### src/hdl/avcc_pse_pkg.sv
// types, phase and status codes shared by the avcC parameter-set extractor
package avcc_pse_pkg;

  localparam logic [15:0] MAX_RECORD_BYTES = 16'd65535;
  localparam logic [7:0]  AVCC_VERSION     = 8'd1;
  localparam int          QUEUE_DEPTH      = 4;
  localparam int          QUEUE_AW         = $clog2(QUEUE_DEPTH);

  localparam logic [2:0] PH_HEADER  = 3'd0;
  localparam logic [2:0] PH_COUNT   = 3'd1;
  localparam logic [2:0] PH_LEN_HI  = 3'd2;
  localparam logic [2:0] PH_LEN_LO  = 3'd3;
  localparam logic [2:0] PH_PAYLOAD = 3'd4;
  localparam logic [2:0] PH_DONE    = 3'd5;
  localparam logic [2:0] PH_STOP    = 3'd6;

  localparam logic [1:0] ST_OK       = 2'd0;
  localparam logic [1:0] ST_VERSION  = 2'd1;
  localparam logic [1:0] ST_OVERRUN  = 2'd2;
  localparam logic [1:0] ST_EARLY    = 2'd3;

  localparam logic KIND_COPY    = 1'b0;
  localparam logic KIND_SUMMARY = 1'b1;

  typedef struct packed {
    logic [7:0] data_byte;
    logic       last_byte;
  } pse_in_t;

  typedef struct packed {
    logic        kind;
    logic [7:0]  out_byte;
    logic [7:0]  profile;
    logic [7:0]  level;
    logic [2:0]  length_size;
    logic [15:0] copied_count;
    logic [1:0]  status;
    logic        end_of_run;
  } pse_out_t;

  typedef struct packed {
    logic [2:0]  phase;
    logic [15:0] byte_position;
    logic [4:0]  entries_left;
    logic        run_index;
    logic [15:0] entry_bytes_left;
    logic [7:0]  length_high;
    logic [7:0]  held_profile;
    logic [7:0]  held_level;
    logic [2:0]  held_length_size;
    logic [15:0] copy_total;
    logic [1:0]  held_status;
  } pse_state_t;

endpackage

### src/hdl/avcc_parameter_set_extractor_core.sv
// top level of the avcC parameter-set extractor
// Takes one record byte per in beat and accepts a new byte every clock cycle
// while in_stall is low; each byte is parsed in the cycle it is accepted and
// its result beats (none, one or two) land in a four-beat output queue. out
// beats leave one per cycle while out_stall is low, so a run of bytes that each
// make two beats (entry length pairs) drains at one beat per cycle. in_stall
// rises when fewer than two queue slots are free. Users must write record_size
// via the cfg port only while idle, unenforced by the block; cfg_ready is always high.
module avcc_parameter_set_extractor_core (
  input  logic                   clk,
  input  logic                   rst,
  input  logic                   in_valid,
  output logic                   in_stall,
  input  avcc_pse_pkg::pse_in_t  in_data,
  output logic                   out_valid,
  input  logic                   out_stall,
  output avcc_pse_pkg::pse_out_t out_data,
  input  logic                   cfg_valid,
  output logic                   cfg_ready,
  input  logic [15:0]            cfg_data
);
  import avcc_pse_pkg::*;

  logic [15:0] record_size;
  pse_state_t  state;
  pse_state_t  state_next;
  logic [1:0]  beat_count;
  logic [1:0]  push_count;
  pse_out_t    beat0;
  pse_out_t    beat1;
  logic        room;
  logic        accept;

  assign cfg_ready  = 1'b1;
  assign in_stall   = !room;
  assign accept     = in_valid && room;
  assign push_count = accept ? beat_count : 2'd0;

  always_ff @(posedge clk) begin
    if (rst) begin
      record_size <= '0;
      state <= '0;
    end else begin
      if (cfg_valid && cfg_ready) begin
        record_size <= cfg_data;
      end
      if (accept) begin
        state <= state_next;
      end
    end
  end

  avcc_pse_step u_step (
    .state       (state),
    .item        (in_data),
    .record_size (record_size),
    .state_next  (state_next),
    .beat_count  (beat_count),
    .beat0       (beat0),
    .beat1       (beat1)
  );

  avcc_pse_queue u_queue (
    .clk        (clk),
    .rst        (rst),
    .push_count (push_count),
    .push0      (beat0),
    .push1      (beat1),
    .room       (room),
    .out_valid  (out_valid),
    .out_stall  (out_stall),
    .out_data   (out_data)
  );

endmodule

### src/hdl/avcc_pse_step.sv
// per-byte parser step: next state and up to two result beats
module avcc_pse_step (
  input  avcc_pse_pkg::pse_state_t state,
  input  avcc_pse_pkg::pse_in_t    item,
  input  logic [15:0]              record_size,
  output avcc_pse_pkg::pse_state_t state_next,
  output logic [1:0]               beat_count,
  output avcc_pse_pkg::pse_out_t   beat0,
  output avcc_pse_pkg::pse_out_t   beat1
);
  import avcc_pse_pkg::*;

  function automatic pse_out_t copy_beat(input logic [7:0] b);
    pse_out_t r;
    r = '0;
    r.kind = KIND_COPY;
    r.out_byte = b;
    return r;
  endfunction

  function automatic pse_state_t end_run(input pse_state_t s);
    pse_state_t r;
    r = s;
    if (s.run_index == 1'b0) begin
      r.run_index = 1'b1;
      r.phase = PH_COUNT;
    end else begin
      r.phase = PH_DONE;
    end
    return r;
  endfunction

  function automatic pse_state_t finish_entry(input pse_state_t s);
    pse_state_t r;
    r = s;
    r.entries_left = s.entries_left - 5'd1;
    if (r.entries_left == 5'd0) begin
      r = end_run(r);
    end else begin
      r.phase = PH_LEN_HI;
    end
    return r;
  endfunction

  logic [15:0] limit;
  logic [15:0] pos;
  logic [7:0]  b;
  logic [15:0] len;
  logic [15:0] start;
  logic [17:0] entry_end;
  logic [1:0]  summary_status;
  pse_state_t  s;
  pse_out_t    summary;
  logic [1:0]  n;

  assign limit = (record_size < MAX_RECORD_BYTES) ? record_size : MAX_RECORD_BYTES;
  assign pos   = state.byte_position;
  assign b     = item.data_byte;
  assign len   = {state.length_high, b};
  assign start = pos - 16'd1;
  assign entry_end = {2'b00, start} + {2'b00, len} + 18'd2;

  always_comb begin
    s = state;
    n = 2'd0;
    beat0 = '0;
    beat1 = '0;
    summary = '0;
    summary_status = ST_OK;
    if (pos != 16'hffff) begin
      s.byte_position = pos + 16'd1;
    end
    if (pos < limit) begin
      unique case (state.phase)
        PH_HEADER: begin
          if (pos == 16'd0) begin
            if (b != AVCC_VERSION) begin
              s.held_status = ST_VERSION;
              s.phase = PH_STOP;
            end
          end else if (pos == 16'd1) begin
            s.held_profile = b;
          end else if (pos == 16'd3) begin
            s.held_level = b;
          end else if (pos == 16'd4) begin
            s.held_length_size = {1'b0, b[1:0]} + 3'd1;
            s.run_index = 1'b0;
            s.phase = PH_COUNT;
          end
        end
        PH_COUNT: begin
          s.entries_left = b[4:0];
          if (b[4:0] == 5'd0) begin
            s = end_run(s);
          end else begin
            s.phase = PH_LEN_HI;
          end
        end
        PH_LEN_HI: begin
          s.length_high = b;
          s.phase = PH_LEN_LO;
        end
        PH_LEN_LO: begin
          if (entry_end > {2'b00, limit}) begin
            s.held_status = ST_OVERRUN;
            s.phase = PH_STOP;
          end else if (!item.last_byte) begin
            beat0 = copy_beat(state.length_high);
            beat1 = copy_beat(b);
            n = 2'd2;
            s.copy_total = state.copy_total + 16'd2;
            s.entry_bytes_left = len;
            if (len == 16'd0) begin
              s = finish_entry(s);
            end else begin
              s.phase = PH_PAYLOAD;
            end
          end
        end
        PH_PAYLOAD: begin
          beat0 = copy_beat(b);
          n = 2'd1;
          s.copy_total = state.copy_total + 16'd1;
          s.entry_bytes_left = state.entry_bytes_left - 16'd1;
          if (s.entry_bytes_left == 16'd0) begin
            s = finish_entry(s);
          end
        end
        default: begin
        end
      endcase
    end

    if (item.last_byte) begin
      summary_status = s.held_status;
      if (s.held_status == ST_OK && s.phase != PH_DONE) begin
        summary_status = ST_EARLY;
      end
      summary.kind = KIND_SUMMARY;
      summary.profile = s.held_profile;
      summary.level = s.held_level;
      summary.length_size = s.held_length_size;
      summary.copied_count = s.copy_total;
      summary.status = summary_status;
      summary.end_of_run = 1'b1;
      if (n == 2'd0) begin
        beat0 = summary;
      end else begin
        beat1 = summary;
      end
      n = n + 2'd1;
      s = '0;
    end else begin
      if (n == 2'd1) begin
        beat0.end_of_run = 1'b1;
      end else if (n == 2'd2) begin
        beat1.end_of_run = 1'b1;
      end
    end

    state_next = s;
    beat_count = n;
  end

endmodule

### src/hdl/avcc_pse_queue.sv
// result beat queue: up to two pushes per cycle, one pop
module avcc_pse_queue (
  input  logic                   clk,
  input  logic                   rst,
  input  logic [1:0]             push_count,
  input  avcc_pse_pkg::pse_out_t push0,
  input  avcc_pse_pkg::pse_out_t push1,
  output logic                   room,
  output logic                   out_valid,
  input  logic                   out_stall,
  output avcc_pse_pkg::pse_out_t out_data
);
  import avcc_pse_pkg::*;

  pse_out_t              slots [QUEUE_DEPTH];
  logic [QUEUE_AW-1:0]   wr_ptr;
  logic [QUEUE_AW-1:0]   rd_ptr;
  logic [QUEUE_AW:0]     count;
  logic [QUEUE_AW:0]     count_next;
  logic                  pop;

  assign pop       = out_valid && !out_stall;
  assign out_valid = (count != '0);
  assign out_data  = slots[rd_ptr];
  assign room      = (count <= (QUEUE_AW + 1)'(QUEUE_DEPTH - 2));
  assign count_next = count + {{(QUEUE_AW - 1){1'b0}}, push_count}
                      - {{QUEUE_AW{1'b0}}, pop};

  always_ff @(posedge clk) begin
    if (rst) begin
      wr_ptr <= '0;
      rd_ptr <= '0;
      count  <= '0;
    end else begin
      wr_ptr <= wr_ptr + QUEUE_AW'(push_count);
      if (pop) begin
        rd_ptr <= rd_ptr + QUEUE_AW'(1);
      end
      count <= count_next;
    end
  end

  always_ff @(posedge clk) begin
    if (push_count != 2'd0) begin
      slots[wr_ptr] <= push0;
    end
    if (push_count == 2'd2) begin
      slots[wr_ptr + QUEUE_AW'(1)] <= push1;
    end
  end

endmodule

### config.mk
export PLATFORM = sky130hd
export DESIGN_NAME = avcc_parameter_set_extractor_core
export DESIGN_NICKNAME = d
export VERILOG_FILES = /design/src/hdl/avcc_pse_pkg.sv /design/src/hdl/avcc_parameter_set_extractor_core.sv /design/src/hdl/avcc_pse_step.sv /design/src/hdl/avcc_pse_queue.sv
export SDC_FILE = /design/constraint.sdc
export NUM_CORES = 1
export LEC_CHECK = 0
export ABC_CLOCK_PERIOD_IN_PS = 13500
export BUFFER_PORTS_ARGS = -buffer_cell sky130_fd_sc_hd__buf_2
export CORE_UTILIZATION = 48
export DETAILED_ROUTE_END_ITERATION = 16
export GPL_TIMING_DRIVEN = 0
export PLACE_DENSITY_LB_ADDON = 0.25
export SLEW_MARGIN = 30
export SYNTH_ARGS = -nofsm -noshare
export SYNTH_HDL_FRONTEND = slang
export SYNTH_SLANG_ARGS = --single-unit
### constraint.sdc
create_clock -name clk -period 13.5 [get_ports clk]
set_input_delay 0.675 -clock clk [delete_from_list [all_inputs] [get_ports clk]]
set_output_delay 0.675 -clock clk [all_outputs]
set_load 0.01 [all_outputs]
==> out/qor.txt <==
First-pass GRT wire length: 80,300 µm
Count of final setup violators: 0
IO Count: 80
Maxcap violations: 0
Num rows: 69
Worst setup SP type: flop
Clock buffer depth: 3
Netlist cell types: 88
Synth Register Bits: 299
Total clock sinks: 299
Starting density of the core: 48.6%
TritonRoute pass-1 iters: 6
Post-placement cell count: 2,282
Max Clk Rate: 97.0 MHz
Final Core Density: 55.6%
Final Cycle Share: 76.4%
RSZ-0062 raised after global routing: false
Final net count: 1,960
Initial antenna violation count: 0
Hold WC Path Type: in2reg
Ys Warns: 0
Fin worst setup slack: 3.19 ns
Synth Cell Area: 0.0172 mm²
Most Frequent Cell on Critical Path: ha_1
Post-DRT Antenna Nets: 0
Worst-skew pair later-pin latency: 0.53 ns
Total GRT Usage: 28.7%
Number of global-route vias before repair: 14,000
Dpl ws: 3.23 ns
Wire length per cell: 22.3 µm
Die Y-Extent: 191 µm
Top FF cell, synth: edfxtp_1
Min Tclk post-route: 10.31 ns
Final Hold Vio Count: 0
GRT overflow: 0
Fraction of layout cells with a size suffix above 1: 12.8%
Hold_sp: cfg_data[11]
Synthesized area per cell: 9.97 µm²
Synth Instances: 1,729
Die area: 0.0367 mm²
Critical path class: reg2reg
Reg area: 0.00787 mm²
FF-to-FF Start: state[71]$_SDFFE_PP0P_
Slew margin rel.: 30.0%
Sequential share of the synthesized area: 45.7%
# DRC: 0
CP Launch Point: state[71]$_SDFFE_PP0P_
H-tree Lvls: 2
Reg-to-reg setup timing slack: 3.19 ns
Detailed Route Iter0 Violations: 1,345
Placer Congestion: 0.986
Crit Reg-Reg Endpoint: u_queue.slots[3][10]$_DFFE_PP_
Clk slew on worst S/H paths: 0.06 ns
Clk_skew: 0.0184 ns
Hold Path Cell Cnt: 3
Area Growth Syn to Fin: 14.4%
Post-CTS Repair Setup Buffers: 0
Slew Limit Fails: 0
Slew @ Worst Pin: 1.04 ns
Fillers: 3,067
CP max-delay cell: o31ai_1
Core area: 0.0355 mm²
# hold bufs at CTS: 0
Cts repair resizes: 0
Largest net degree at the start of global routing: 18
Commonest non-fill, non-tap cells in the layout: 310 x nor2_1, 188 x edfxtp_1, 123 x nand2_1
Post-DP HPWL: 38,600 µm
Num CTS Buffers: 35
Post-synth EDFFs: 188
Worst-path fanout max: 10
IO buf count: 77
Total number of vias: 14,400
VDD IR max: 0.101 mV
Fin cells: 2,346
Vias per cell: 6.14
Max stage delay on crit path: 0.84 ns
Clk Tree Root Cell: clkbuf_16
P per Cell Area: 158 mW/mm²
Async SR Flop Fraction: 0%
Crit path DAT: 10.57 ns
Reg2Reg Depth: 30
DIE WIDTH: 191 µm
WP data required: 13.75 ns
Hold Path End: record_size[11]$_SDFFE_PP0P_
Critical Path Sink Type: flop
CTS tree: built
Commonest non-fill, non-tap cell in the layout: nor2_1
Status: complete, no violations
Multi-input gate area: 0.00879 mm²
Drt total wl: 52,300 µm
Lkg Pwr: 7.26 nW
Syn Nets: 1,830
-- layer usage --
metal  share of wire [%]  GRT usage [%]  wire (µm)  up-vias
met2                  46           47.2      24300      568
met3                 7.2           4.77       3780      132
li1                    -              -          -     6650
met4                 3.5           9.62       1820        0
met5                   0              0          0        -
met1                  43           38.3      22500     7049
-- worst max path at each step --
stage | slack, ns | endpoint | cells after the start
4_1_cts | 3.36 | u_queue.slots[3][10]$_DFFE_PP_ | 30
3_3_place_gp | -2.06 | u_queue.slots[0][4]$_DFFE_PP_ | 26
2_1_floorplan | 3.28 | u_queue.slots[0][0]$_DFFE_PP_ | 29
6_report | 3.19 | u_queue.slots[3][10]$_DFFE_PP_ | 30
5_1_grt | 2.49 | u_queue.slots[2][9]$_DFFE_PP_ | 30
3_5_place_dp | 3.23 | u_queue.slots[0][23]$_DFFE_PP_ | 29
-- layout make-up --
| cell class | count | share of cell area (%) |
|---|---|---|
| sequential | 299 | 39.9 |
| timing repair buffer | 93 | 3.55 |
| clock buffer | 47 | 4.82 |
| inverter | 55 | 1.05 |
| antenna | 1 | 0.0127 |
| tap | 461 | 2.93 |
| clock inverter | 15 | 0.888 |
| multi-input combinational | 1265 | 44.6 |
| buffer | 110 | 2.26 |
-- cell usage after synthesis (all sizes together) (17+ instances only) --
master	n	area, µm²
edfxtp	188	5650
nor2	311	1170
mux2i	61	623
mux4	47	1060
nor3	31	155
inv	55	206
ha	69	863
o21ai	72	364
xnor2	35	307
clkbuf	89	334
xor2	33	289
a22oi	29	218
nand4	20	125
and2	18	113
buf	21	108
and3	22	138
a21oi	86	442
dfxtp	111	2220
nand3	34	170
a31oi	17	106
a211oi	21	185
nand2	123	462
-- registers in the layout (all words and copies together) (netlist names), named ones only --
name,count
u_queue.wr_ptr,2
u_queue.slots,188
record_size,16
u_queue.rd_ptr,2
state,86
u_queue.count,3
-- where the power goes --
| part | switching, mW | internal, mW | total, mW | leakage (nW) |
|---|---|---|---|---|
| registers | 0.0268 | 1.04 | 1.06 | 2.58 |
| logic | 0.707 | 0.419 | 1.13 | 4.14 |
| clock network | 0.375 | 0.554 | 0.929 | 0.538 |
-- stage by stage --
step / power [mW] / area, µm² / hold WS, ns / setup TNS [ns]
2_1_floorplan: 1.82 / 17200 / 0.453 / 0
3_3_place_gp: 2.16 / 18200 / 0.464 / -353.49
3_5_place_dp: 2.19 / 18600 / 0.477 / 0
4_1_cts: 3.12 / 19700 / 0.387 / 0
5_1_grt: 3.27 / 19700 / 0.406 / 0
6_report: 3.12 / 19700 / 0.395 / 0
-- critical path, delay by kind of cell, from the launching register on --
| family | cells | cell delay [ns] |
|---|---|---|
| AOI/OAI and AO/OA | 8 | 2.72 |
| xor gates and xnor gates | 2 | 0.59 |
| adders and majority gates | 3 | 1.09 |
| buffers and inverters | 4 | 1.17 |
| DFF | 1 | 0.31 |
| and+or+nand+nor | 13 | 4.15 |
-- cells by family (layout without fill, tap and decap cells) --
kind of cell | Yosys count | after routing | share of synthesized area (%)
fa+ha+maj | 71 | 71 | 5.24
other cells | 1 | 2 | 0.0218
compound gates | 369 | 369 | 14.9
simple gates | 648 | 648 | 17.2
mux | 108 | 108 | 9.76
buf+inv | 165 | 320 | 3.76
xor+xnor | 68 | 68 | 3.46
flops | 299 | 299 | 45.7
Note: power is estimated with default switching activity, not from simulation.
